**src/hdl/cpi_pkg.sv**
```systemverilog
// Shared types, constants and elaboration-time coefficient functions for the interpolator.
package cpi_pkg;

  localparam int FIELD_W = 16;  // width of each sample/result field on the ports
  localparam int PHASE_W = 4;   // width of the phase_index field

  // Window and sinc constants, Q30
  localparam longint Q30_PI  = 64'sd3373259426;
  localparam longint Q30_W42 = 64'sd450971566;
  localparam longint Q30_W08 = 64'sd85899346;

  // Sine polynomial coefficients, Q30
  localparam longint SIN_C1 = 64'sd1686629713;
  localparam longint SIN_C3 = 64'sd693598668;
  localparam longint SIN_C5 = 64'sd85569306;
  localparam longint SIN_C7 = 64'sd5026995;
  localparam longint SIN_C9 = 64'sd172272;

  typedef struct packed {
    logic load;    // shift a new sample in at the head of the ring
    logic rotate;  // circulate the ring by one place toward the head
  } cell_ctrl_t;

  typedef struct packed {
    logic               en;     // pipeline advance
    logic               valid;  // a tap product is issued this cycle
    logic               first;  // first tap of a phase
    logic               last;   // last tap of a phase
    logic [PHASE_W-1:0] phase;
  } mac_ctrl_t;

  typedef struct packed {
    logic               valid;  // accumulator holds a finished phase sum
    logic [PHASE_W-1:0] phase;
  } mac_done_t;

  // Shift-subtract division on non-negative operands, elaboration only
  function automatic longint cpi_udiv(input longint num, input longint den);
    longint unsigned n;
    longint unsigned d;
    longint unsigned q;
    longint unsigned r;
    int              b;
    n = unsigned'(num);
    d = unsigned'(den);
    q = '0;
    r = '0;
    for (b = 63; b >= 0; b--) begin
      r = (r << 1) | ((n >> b) & 64'd1);
      if (r >= d) begin
        r = r - d;
        q = q | (64'd1 << b);
      end
    end
    return signed'(q);
  endfunction

  // Sine of a 16-bit turn fraction, Q30, polynomial per quadrant
  function automatic longint cpi_sin_q30(input longint turn);
    longint p;
    longint quad;
    longint x;
    longint z;
    longint z2;
    longint s;
    p    = turn & 64'sh0000_FFFF;
    quad = p >>> 14;
    x    = p & 64'sh0000_3FFF;
    if ((quad & 64'sd1) != 64'sd0) begin
      x = 64'sd16384 - x;
    end
    z  = x <<< 16;
    z2 = (z * z) >>> 30;
    s  = SIN_C9;
    s  = SIN_C7 - ((z2 * s) >>> 30);
    s  = SIN_C5 - ((z2 * s) >>> 30);
    s  = SIN_C3 - ((z2 * s) >>> 30);
    s  = SIN_C1 - ((z2 * s) >>> 30);
    s  = (z * s) >>> 30;
    return (quad >= 64'sd2) ? -s : s;
  endfunction

  // Q30 multiply, truncation on magnitudes
  function automatic longint cpi_q30_mul(input longint a, input longint b);
    logic   neg;
    longint ua;
    longint ub;
    longint p;
    neg = (a < 0) != (b < 0);
    ua  = (a < 0) ? -a : a;
    ub  = (b < 0) ? -b : b;
    p   = (ua * ub) >>> 30;
    return neg ? -p : p;
  endfunction

  // Unnormalized windowed-sinc tap i
  function automatic longint cpi_kernel_tmp(input int taps, input int up, input int i);
    longint klen;
    longint k;
    longint ak;
    longint ph;
    longint s;
    longint a1;
    longint a2;
    longint c1;
    longint c2;
    longint half;
    longint w;
    klen = longint'(taps) * longint'(up);
    k    = longint'(i) - (klen >>> 1);
    if (k == 0) begin
      s = cpi_udiv(Q30_PI, longint'(up));
    end else begin
      ak = (k < 0) ? -k : k;
      ph = cpi_udiv(ak * 64'sd32768 + (longint'(up) >>> 1), longint'(up));
      s  = cpi_sin_q30(ph);
      s  = (s < 0) ? -cpi_udiv(-s, ak) : cpi_udiv(s, ak);
    end
    a1   = cpi_udiv(longint'(i) * 64'sd65536 + (klen >>> 1), klen);
    a2   = cpi_udiv(longint'(i) * 64'sd131072 + (klen >>> 1), klen);
    c1   = cpi_sin_q30(a1 + 64'sd16384);
    c2   = cpi_sin_q30(a2 + 64'sd16384);
    half = (c1 < 0) ? -((-c1) >>> 1) : (c1 >>> 1);
    w    = Q30_W42 - half + cpi_q30_mul(Q30_W08, c2);
    if (w < 0) begin
      w = 0;
    end
    return cpi_q30_mul(s, w);
  endfunction

  function automatic longint cpi_kernel_sum(input int taps, input int up);
    longint sum;
    int     i;
    sum = 0;
    for (i = 0; i < taps * up; i++) begin
      sum = sum + cpi_kernel_tmp(taps, up, i);
    end
    return sum;
  endfunction

  // Normalized, rounded and saturated coefficient i
  function automatic longint cpi_coef(input int taps, input int up, input int cw,
                                      input int i, input longint sum);
    longint lim;
    longint t;
    longint mag;
    longint c;
    lim = longint'(1) <<< (cw - 1);
    c   = 0;
    if (sum > 0) begin
      t   = cpi_kernel_tmp(taps, up, i);
      mag = (t < 0) ? -t : t;
      c   = cpi_udiv(mag * lim + (sum >>> 1), sum);
      if (t < 0) begin
        c = -c;
      end
    end
    if (c > lim - 1) begin
      c = lim - 1;
    end
    if (c < -lim) begin
      c = -lim;
    end
    return c;
  endfunction

endpackage

```
**src/hdl/complex_polyphase_interpolator.sv**
```systemverilog
// Top level: complex polyphase interpolating FIR, ring of delay cells feeding one complex MAC.
//
// Input stream (s_axis): one complex sample per word, sample_re in tdata[15:0] and sample_im
// in tdata[31:16]. Output stream (m_axis): UP_FACTOR words per input sample, one per phase,
// out_re in tdata[15:0], out_im in tdata[31:16], the phase number on tuser, and tlast on
// the final phase of each input sample.
// The delay line is a ring of TAPS_PER_PHASE cells. A new sample shifts in at the head; the
// ring then circulates once per phase so the head cell presents samples newest first to a
// single complex MAC, one tap per cycle unless stalled, paired with coefficient
// kernel[phase + tap*UP_FACTOR] from a constant table built at elaboration (Blackman-windowed
// sinc). The single MAC sets the throughput: a new sample is taken only after every phase of
// the previous one has been issued; s_axis_tready is high only while the ring is idle.
// Each phase sum passes through the operand, product and accumulate stages and then the
// output register; later phases follow as the ring circulates again.
// Reset clears the delay line to zero and empties the pipeline and output register.
// A stall on m_axis holds the finished result in the output register; the whole MAC pipeline
// and ring freeze only when a second result is ready and the register is still full.
module complex_polyphase_interpolator #(
  parameter int TAPS_PER_PHASE = 16,
  parameter int UP_FACTOR      = 4,
  parameter int SAMPLE_WIDTH   = 16,
  parameter int COEF_WIDTH     = 16
) (
  input  logic        clk_i,
  input  logic        rst_ni,
  input  logic        s_axis_tvalid_i,
  output logic        s_axis_tready_o,
  input  logic [31:0] s_axis_tdata_i,   // [15:0] sample_re, [31:16] sample_im
  output logic        m_axis_tvalid_o,
  input  logic        m_axis_tready_i,
  output logic [31:0] m_axis_tdata_o,   // [15:0] out_re, [31:16] out_im
  output logic [3:0]  m_axis_tuser_o,   // [3:0] phase_index
  output logic        m_axis_tlast_o    // last_of_run
);
  import cpi_pkg::*;

  localparam int KLEN = TAPS_PER_PHASE * UP_FACTOR;
  localparam int TW   = $clog2(TAPS_PER_PHASE);
  localparam int PW   = (UP_FACTOR > 1) ? $clog2(UP_FACTOR) : 1;
  localparam int KW   = $clog2(KLEN);
  // products plus growth over the taps, with a guard bit
  localparam int ACC_WIDTH = SAMPLE_WIDTH + COEF_WIDTH + TW + 1;
  localparam longint KSUM = cpi_kernel_sum(TAPS_PER_PHASE, UP_FACTOR);

  typedef enum logic {
    ST_IDLE,
    ST_RUN
  } state_e;

  // ---------------- coefficient table ----------------
  logic signed [COEF_WIDTH-1:0] coef_rom [KLEN];

  for (genvar gi = 0; gi < KLEN; gi++) begin : g_rom
    localparam logic signed [COEF_WIDTH-1:0] CoefVal =
      COEF_WIDTH'(cpi_coef(TAPS_PER_PHASE, UP_FACTOR, COEF_WIDTH, gi, KSUM));
    assign coef_rom[gi] = CoefVal;
  end

  // ---------------- input unpack ----------------
  // field bits above SAMPLE_WIDTH are ignored; a wider sample zero-extends the field
  logic [SAMPLE_WIDTH+FIELD_W-1:0] in_re_x, in_im_x;
  logic signed [SAMPLE_WIDTH-1:0]  in_re, in_im;

  assign in_re_x = {{SAMPLE_WIDTH{1'b0}}, s_axis_tdata_i[FIELD_W-1:0]};
  assign in_im_x = {{SAMPLE_WIDTH{1'b0}}, s_axis_tdata_i[2*FIELD_W-1:FIELD_W]};
  assign in_re   = in_re_x[SAMPLE_WIDTH-1:0];
  assign in_im   = in_im_x[SAMPLE_WIDTH-1:0];

  // ---------------- sequencer ----------------
  state_e          state_q;
  logic [TW-1:0]   tap_q;
  logic [PW-1:0]   phase_q;
  logic [KW-1:0]   caddr_q;   // phase + tap*UP_FACTOR
  logic            accept;
  logic            en;        // pipeline advance, low only on an output stall
  mac_done_t       done;
  cell_ctrl_t      cell_ctrl;
  mac_ctrl_t       mac_ctrl;

  assign s_axis_tready_o = (state_q == ST_IDLE);
  assign accept          = s_axis_tvalid_i && s_axis_tready_o;

  always_ff @(posedge clk_i or negedge rst_ni) begin
    if (!rst_ni) begin
      state_q <= ST_IDLE;
      tap_q   <= '0;
      phase_q <= '0;
      caddr_q <= '0;
    end else begin
      case (state_q)
        ST_IDLE: begin
          if (accept) begin
            state_q <= ST_RUN;
            tap_q   <= '0;
            phase_q <= '0;
            caddr_q <= '0;
          end
        end
        ST_RUN: begin
          if (en) begin
            if (tap_q == TW'(TAPS_PER_PHASE - 1)) begin
              tap_q <= '0;
              if (phase_q == PW'(UP_FACTOR - 1)) begin
                state_q <= ST_IDLE;
                phase_q <= '0;
                caddr_q <= '0;
              end else begin
                phase_q <= phase_q + PW'(1);
                caddr_q <= KW'(phase_q) + KW'(1);
              end
            end else begin
              tap_q   <= tap_q + TW'(1);
              caddr_q <= caddr_q + KW'(UP_FACTOR);
            end
          end
        end
        default: state_q <= ST_IDLE;
      endcase
    end
  end

  // ---------------- delay ring ----------------
  logic signed [SAMPLE_WIDTH-1:0] cell_re [TAPS_PER_PHASE];
  logic signed [SAMPLE_WIDTH-1:0] cell_im [TAPS_PER_PHASE];

  assign cell_ctrl.load   = accept;
  assign cell_ctrl.rotate = (state_q == ST_RUN) && en;

  for (genvar gc = 0; gc < TAPS_PER_PHASE; gc++) begin : g_cell
    localparam int PrevIdx = (gc + TAPS_PER_PHASE - 1) % TAPS_PER_PHASE;
    localparam int NextIdx = (gc + 1) % TAPS_PER_PHASE;
    cpi_cell #(
      .SAMPLE_WIDTH(SAMPLE_WIDTH)
    ) u_cell (
      .clk_i    (clk_i),
      .rst_ni   (rst_ni),
      .ctrl_i   (cell_ctrl),
      .prev_re_i((gc == 0) ? in_re : cell_re[PrevIdx]),
      .prev_im_i((gc == 0) ? in_im : cell_im[PrevIdx]),
      .next_re_i(cell_re[NextIdx]),
      .next_im_i(cell_im[NextIdx]),
      .re_o     (cell_re[gc]),
      .im_o     (cell_im[gc])
    );
  end

  // ---------------- MAC ----------------
  logic [FIELD_W-1:0] mac_re, mac_im;

  assign mac_ctrl.en    = en;
  assign mac_ctrl.valid = (state_q == ST_RUN);
  assign mac_ctrl.first = (tap_q == '0);
  assign mac_ctrl.last  = (tap_q == TW'(TAPS_PER_PHASE - 1));
  assign mac_ctrl.phase = PHASE_W'(phase_q);

  cpi_mac #(
    .SAMPLE_WIDTH(SAMPLE_WIDTH),
    .COEF_WIDTH  (COEF_WIDTH),
    .ACC_WIDTH   (ACC_WIDTH)
  ) u_mac (
    .clk_i      (clk_i),
    .rst_ni     (rst_ni),
    .ctrl_i     (mac_ctrl),
    .sample_re_i(cell_re[0]),
    .sample_im_i(cell_im[0]),
    .coef_i     (coef_rom[caddr_q]),
    .done_o     (done),
    .out_re_o   (mac_re),
    .out_im_o   (mac_im)
  );

  // ---------------- output register ----------------
  logic               out_valid_q;
  logic [FIELD_W-1:0] out_re_q, out_im_q;
  logic [PHASE_W-1:0] out_phase_q;
  logic               out_last_q;

  assign en = !(done.valid && out_valid_q && !m_axis_tready_i);

  always_ff @(posedge clk_i or negedge rst_ni) begin
    if (!rst_ni) begin
      out_valid_q <= 1'b0;
    end else if (done.valid && en) begin
      out_valid_q <= 1'b1;
    end else if (m_axis_tready_i) begin
      out_valid_q <= 1'b0;
    end
  end

  always_ff @(posedge clk_i) begin
    if (done.valid && en) begin
      out_re_q    <= mac_re;
      out_im_q    <= mac_im;
      out_phase_q <= done.phase;
      out_last_q  <= (done.phase == PHASE_W'(UP_FACTOR - 1));
    end
  end

  assign m_axis_tvalid_o = out_valid_q;
  assign m_axis_tdata_o  = {out_im_q, out_re_q};
  assign m_axis_tuser_o  = out_phase_q;
  assign m_axis_tlast_o  = out_last_q;

  // ---------------- assertions ----------------
  // a taken sample starts a run on the next cycle
  a_accept_runs: assert property (@(posedge clk_i) disable iff (!rst_ni)
    s_axis_tvalid_i && s_axis_tready_o |=> state_q == ST_RUN)
    else $error("accepted sample did not start a run");

  // coefficient address tracks phase and tap
  a_caddr: assert property (@(posedge clk_i) disable iff (!rst_ni)
    state_q == ST_RUN |->
      caddr_q == KW'(phase_q) + KW'(tap_q) * KW'(UP_FACTOR))
    else $error("coefficient address out of step with phase and tap");

  // tlast marks exactly the final phase
  a_last_phase: assert property (@(posedge clk_i) disable iff (!rst_ni)
    m_axis_tvalid_o |-> m_axis_tlast_o == (m_axis_tuser_o == 4'(UP_FACTOR - 1)))
    else $error("tlast does not match the final phase");

endmodule

```
**src/hdl/cpi_cell.sv**
```systemverilog
// One delay-line cell: holds a complex sample, loads from its tail-side or head-side neighbor.
module cpi_cell #(
  parameter int SAMPLE_WIDTH = 16
) (
  input  logic                           clk_i,
  input  logic                           rst_ni,
  input  cpi_pkg::cell_ctrl_t            ctrl_i,
  input  logic signed [SAMPLE_WIDTH-1:0] prev_re_i,  // head-side neighbor (shift in)
  input  logic signed [SAMPLE_WIDTH-1:0] prev_im_i,
  input  logic signed [SAMPLE_WIDTH-1:0] next_re_i,  // tail-side neighbor (rotate)
  input  logic signed [SAMPLE_WIDTH-1:0] next_im_i,
  output logic signed [SAMPLE_WIDTH-1:0] re_o,
  output logic signed [SAMPLE_WIDTH-1:0] im_o
);
  import cpi_pkg::*;

  logic signed [SAMPLE_WIDTH-1:0] re_q, im_q;

  // delay line is architectural state: cleared at reset
  always_ff @(posedge clk_i or negedge rst_ni) begin
    if (!rst_ni) begin
      re_q <= '0;
      im_q <= '0;
    end else if (ctrl_i.load) begin
      re_q <= prev_re_i;
      im_q <= prev_im_i;
    end else if (ctrl_i.rotate) begin
      re_q <= next_re_i;
      im_q <= next_im_i;
    end
  end

  assign re_o = re_q;
  assign im_o = im_q;

endmodule

```
**src/hdl/cpi_mac.sv**
```systemverilog
// Complex-by-real multiply-accumulate pipeline with rounding and saturation.
module cpi_mac #(
  parameter int SAMPLE_WIDTH = 16,
  parameter int COEF_WIDTH   = 16,
  parameter int ACC_WIDTH    = 37
) (
  input  logic                           clk_i,
  input  logic                           rst_ni,
  input  cpi_pkg::mac_ctrl_t             ctrl_i,
  input  logic signed [SAMPLE_WIDTH-1:0] sample_re_i,
  input  logic signed [SAMPLE_WIDTH-1:0] sample_im_i,
  input  logic signed [COEF_WIDTH-1:0]   coef_i,
  output cpi_pkg::mac_done_t             done_o,
  output logic [cpi_pkg::FIELD_W-1:0]    out_re_o,
  output logic [cpi_pkg::FIELD_W-1:0]    out_im_o
);
  import cpi_pkg::*;

  localparam int PW = SAMPLE_WIDTH + COEF_WIDTH;
  localparam logic signed [ACC_WIDTH-1:0] RND    = ACC_WIDTH'(1) <<< (COEF_WIDTH - 2);
  localparam logic signed [ACC_WIDTH-1:0] SAT_HI =
    ACC_WIDTH'((longint'(1) <<< (SAMPLE_WIDTH - 1)) - 1);
  localparam logic signed [ACC_WIDTH-1:0] SAT_LO = ~SAT_HI;

  // stage 1: operands
  logic                           v1_q, f1_q, l1_q;
  logic [PHASE_W-1:0]             ph1_q;
  logic signed [SAMPLE_WIDTH-1:0] re1_q, im1_q;
  logic signed [COEF_WIDTH-1:0]   c1_q;
  // stage 2: products
  logic                           v2_q, f2_q, l2_q;
  logic [PHASE_W-1:0]             ph2_q;
  logic signed [PW-1:0]           pre2_q, pim2_q;
  // stage 3: accumulators
  logic                           v3_q, l3_q;
  logic [PHASE_W-1:0]             ph3_q;
  logic signed [ACC_WIDTH-1:0]    acc_re_q, acc_im_q;

  always_ff @(posedge clk_i or negedge rst_ni) begin
    if (!rst_ni) begin
      v1_q <= 1'b0;
      v2_q <= 1'b0;
      v3_q <= 1'b0;
    end else if (ctrl_i.en) begin
      v1_q <= ctrl_i.valid;
      v2_q <= v1_q;
      v3_q <= v2_q;
    end
  end

  always_ff @(posedge clk_i) begin
    if (ctrl_i.en) begin
      f1_q   <= ctrl_i.first;
      l1_q   <= ctrl_i.last;
      ph1_q  <= ctrl_i.phase;
      re1_q  <= sample_re_i;
      im1_q  <= sample_im_i;
      c1_q   <= coef_i;
      f2_q   <= f1_q;
      l2_q   <= l1_q;
      ph2_q  <= ph1_q;
      pre2_q <= re1_q * c1_q;
      pim2_q <= im1_q * c1_q;
      l3_q   <= l2_q;
      ph3_q  <= ph2_q;
      if (v2_q) begin
        acc_re_q <= f2_q ? ACC_WIDTH'(pre2_q) : acc_re_q + ACC_WIDTH'(pre2_q);
        acc_im_q <= f2_q ? ACC_WIDTH'(pim2_q) : acc_im_q + ACC_WIDTH'(pim2_q);
      end
    end
  end

  // round half up, saturate to the sample range, sign-extend to the field
  function automatic logic [FIELD_W-1:0] round_sat(input logic signed [ACC_WIDTH-1:0] a);
    logic signed [ACC_WIDTH-1:0]       r;
    logic signed [SAMPLE_WIDTH-1:0]    s;
    logic signed [SAMPLE_WIDTH+FIELD_W-1:0] x;
    r = (a + RND) >>> (COEF_WIDTH - 1);
    if (r > SAT_HI) begin
      s = SAT_HI[SAMPLE_WIDTH-1:0];
    end else if (r < SAT_LO) begin
      s = SAT_LO[SAMPLE_WIDTH-1:0];
    end else begin
      s = r[SAMPLE_WIDTH-1:0];
    end
    x = (SAMPLE_WIDTH + FIELD_W)'(s);
    return x[FIELD_W-1:0];
  endfunction

  assign done_o.valid = v3_q && l3_q;
  assign done_o.phase = ph3_q;
  assign out_re_o     = round_sat(acc_re_q);
  assign out_im_o     = round_sat(acc_im_q);

endmodule
```
**config.mk**
```make
export PLATFORM = sky130hd
export DESIGN_NAME = complex_polyphase_interpolator
export DESIGN_NICKNAME = d
export VERILOG_FILES = /design/src/hdl/cpi_pkg.sv /design/src/hdl/complex_polyphase_interpolator.sv /design/src/hdl/cpi_cell.sv /design/src/hdl/cpi_mac.sv
export SDC_FILE = /design/constraint.sdc
export NUM_CORES = 2
export LEC_CHECK = 0
export BUFFER_PORTS_ARGS = -buffer_cell sky130_fd_sc_hd__buf_2
export CORE_ASPECT_RATIO = 1.1
export CORE_MARGIN = 2
export CORE_UTILIZATION = 59
export CTS_BUF_LIST = sky130_fd_sc_hd__clkbuf_16
export DETAILED_ROUTE_END_ITERATION = 16
export GPL_TIMING_DRIVEN = 0
export PLACE_DENSITY = 0.78
export RECOVER_POWER = 100
export SYNTH_ARGS = -nofsm -noshare
export SYNTH_HDL_FRONTEND = slang
export SYNTH_SLANG_ARGS = --single-unit
```
**constraint.sdc**
```tcl
create_clock -name clk_i -period 6.6 [get_ports clk_i]
set_clock_uncertainty 0.15 [all_clocks]
set_input_delay 0.33 -clock clk_i [delete_from_list [all_inputs] [get_ports clk_i]]
set_output_delay 0.33 -clock clk_i [all_outputs]
set_load 0.1 [all_outputs]
```
==> results.ini <==
[cells_and_area]
final_cells = 7812
final_cell_area_sq_um = 61990
drive_gt1_share_pct = 5.986
finish.net_count = 7290
areaGrowthSynthToFinish_pct = 10.81
nFillCells = 7604

[sta]
layout_min_cycle_time_ns = 6.522
rsz0062_at_grt = yes
min_period_over_period_pct = 98.82
finalSetupViolations = 0
fin_ws_ns = 0.07777
worst_slew_pin_slew_ns = 3.344
maxSlewHeadroom_pct = -123.0
clock.fmax_mhz = 153.3
drv_slew = 435
hold_viol = 0

[die]
start_util_pct = 59.49
die_y_microns = 327.0
die-area_sq_um = 97310
num_io_pins = 75
core_area_sq_um = 94050
die_x_microns = 297.6
rows = 118

[global_route]
grt_antenna_before_repair = 13
grtUsageTotal_pct = 32.70
grt_pass1_wl_microns = 250500
grt_remaining_overflow = 0
grt_pass1_vias = 46479
grt_max_degree = 122

[worst_setup_path]
cp_data_required_time_ns = 6.85
start_kind = register
cp-end-kind = register
cp_cell_sequence = buf_4, nand2_1, fa_1, inv_1, fa_1, inv_1, fa_1, inv_1, fa_1, fa_1, inv_1, fa_1, inv_1, ha_1, o21a_1, o21ai_1, a21boi_1, o2111ai_2, o21ai_2, a21oi_2, a31oi_2, a21o_1, a21oi_2, xnor2_2
slowest_delay_ns = 0.55
reg2regPathDepth = 24
cp_common_cell = fa_1
crit_slowest_cell = edfxtp_1
worst-path-max-fanout = 10
cp_data_arrival_time_ns = 6.77
path_class = reg -> reg

[synth]
synth_top_cell_by_area = dfrtp_1
synth_edf_count = 230
syn_avg_cell_area_sq_um = 8.999
async_flop_share_pct = 69.70
ys_warn_count = 0
ys_types = 80
ys.flop_type = dfrtp_1
yosysSeqAreaShare_pct = 36.01
yosys-top-cells-area = dfrtp_1, fa_1, edfxtp_1, nand2_1, a31oi_1
syn_area_sq_um = 55950
syn-instance-count = 6217
ys_seq_elements = 759
synth_top_area_share_pct = 23.66

[routing]
ant_nets = 0
vias = 45916
drtIter0Drc = 3999
drc = 0
postRouteWirelength_microns = 158800
via_per_inst = 5.878
drt_pass1_iterations = 9
wire_per_inst_microns = 20.33

[outcome]
status = finished with violations
violations = capacitance limit, slew limit

[place]
place_area_sq_um = 58170
dpl.cell_count = 7559
dp.final_hpwl_microns = 122300
place_ws_ns = -1.167
numPortBuffers = 72
gp_congestion = 0.9603

[clock_network]
root_buffer = clkbuf_16
cts_tree = yes
cts.path.max_buffers = 3
htree_levels = 3
cts_sinks = 759
cts_inserted_buffers = 80
clk_pin_slew_worst_paths_ns = 0.06
clk_latency_ns = 0.67

[flow_run]
cap_violations = 7

[hold_path]
min_path_cells = 0
hp-class = reg -> reg

## routing by layer
metal  vias up  global-route usage, %  wire length, microns
met5         -                      0                    65
met1     22564                  40.51                 60290
met3       540                  5.319                 11670
met4        10                  20.44                 10890
met2      1935                  53.92                 75920
li1      20867                      -                     -
## Yosys cell counts, types with 3 or more instances
cell and count:
dfrtp_1 529, nor2_1 632, a311oi_1 4, nand2_1 1422, o21bai_1 33, o21ai_1 7
xor2_1 69, o211ai_1 13, buf_2 4, and3_1 16, a21o_1 75, edfxtp_1 230
nand3_1 48, nand4_1 18, nand2b_1 29, a31oi_1 535, o31ai_1 12, nor4_1 4
a41oi_1 4, mux2i_1 4, buf_1 34, inv_1 600, nor3_1 27, xnor2_1 112
fa_1 515, o21a_1 13, a211oi_1 15, clkbuf_1 325, nor2b_1 14, and4_1 5
o2111ai_1 4, o31a_1 3, a21bo_2 3, ha_1 255, and2_1 225, a221oi_1 3
or2_2 7, o21ai_0 169, o22ai_1 4, mux2_2 10, a21oi_1 128, nor3b_1 6
a211o_1 3, or3_1 4, a31o_2 5
## area by class of cell
class | instances | area (sq um) | area share [%]
Antenna cell | 3 | 7.507 | 0.01211
Clock inverter | 65 | 494.2 | 0.7972
Clock buffer | 82 | 2052 | 3.310
Tap cell | 1260 | 1577 | 2.543
Inverter | 602 | 2263 | 3.651
Timing Repair Buffer | 192 | 1383 | 2.230
Multi-Input combinational cell | 4492 | 32400 | 52.27
Buffer | 357 | 1669 | 2.692
Sequential cell | 759 | 20140 | 32.49
## stage by stage
stage / TNS, ns / utilization (%) / hold WS (ns)
2_1_floorplan: 0 / - / -0.1156
3_3_place_gp: -3039.87 / 61.56 / 0.2552
3_5_place_dp: -16.73 / 61.85 / 0.1616
4_1_cts: 0 / 65.47 / 0.04029
5_1_grt: -0.5616 / 65.91 / 0.2778
6_report: 0 / 65.92 / 0.2674
## layout by cell type, fill, tap and decap left out, types with 15 or more instances in the layout
cell type / netlist / routed
xor2_1: 69 / 69
clkbuf_2: 0 / 24
clkbuf_1: 325 / 300
o21bai_1: 33 / 31
clkbuf_16: 0 / 83
a21oi_1: 128 / 121
nand2_1: 1422 / 1422
buf_1: 34 / 21
a21o_1: 75 / 75
and3_1: 16 / 15
dlygate4sd3_1: 0 / 35
dfrtp_1: 529 / 529
ha_1: 255 / 245
nand4_1: 18 / 18
inv_1: 600 / 610
o21ai_0: 169 / 167
a31oi_1: 535 / 534
nor2_1: 632 / 631
nand3_1: 48 / 48
and2_1: 225 / 211
edfxtp_1: 230 / 230
clkinv_1: 2 / 20
fa_1: 515 / 511
clkinv_2: 0 / 17
buf_4: 2 / 81
nand2b_1: 29 / 29
nor3_1: 27 / 28
buf_2: 4 / 46
xnor2_1: 112 / 111
## sequential cells by signal, summed over array words and instances, names as in the netlist, 2 cells and up
register,count
g_cell.u_cell.im_o,256
g_cell.u_cell.re_o,256
u_mac.acc_im_q,37
u_mac.acc_re_q,37
u_mac.pim2_q,32
u_mac.pre2_q,32
out_im_q,16
out_re_q,16
u_mac.im1_q,16
u_mac.re1_q,16
u_mac.c1_q,14
caddr_q,6
tap_q,4
m_axis_tuser_o,2
phase_q,2
u_mac.ph1_q,2
u_mac.ph2_q,2
u_mac.ph3_q,2
## what timing repair did
item,4_1_cts,5_1_grt
setup buffers,25,50
endpoints found under the hold margin,184,0
gates cloned,1,0
gates resized for setup,128,128
setup endpoints to repair,27,17
hold buffers,35,0
pin swaps,14,37
## cells by family after synthesis
| group | synth area share, % |
|---|---|
| flops | 36.01 |
| other cells | 0.006703 |
| compound gates | 11.91 |
| mux | 0.3131 |
| xor+xnor | 2.834 |
| simple gates | 18.29 |
| fa+ha+maj | 24.13 |
| buf+inv | 6.510 |
## critical path, delay by kind of cell, from the launching register on
kind / cells / cell delay (ns)
adders and majority gates: 7 / 3.33
AOI/OAI and AO/OA: 9 / 1.50
DFF: 1 / 0.55
buffers and inverters: 6 / 0.53
and+or+nand+nor: 1 / 0.10
xor gates and xnor gates: 1 / 0.10
## worst paths after layout
path                               start                         end  slack (ns)
setup reg to reg           u_mac.c1_q[8]            u_mac.pre2_q[31]        0.08
hold reg to reg               u_mac.f1_q                  u_mac.f2_q        0.27
min in group asynchronous         rst_ni  g_cell[11].u_cell.re_o[15]        1.19
setup / recovery           u_mac.c1_q[8]            u_mac.pre2_q[31]        0.08
max in group asynchronous         rst_ni    g_cell[7].u_cell.im_o[1]        1.11
hold / removal                u_mac.f1_q                  u_mac.f2_q        0.27
Power is left out: the tool's default activity adds up to more than one toggle a clock period on the data nets, which glitch-free logic cannot reach.
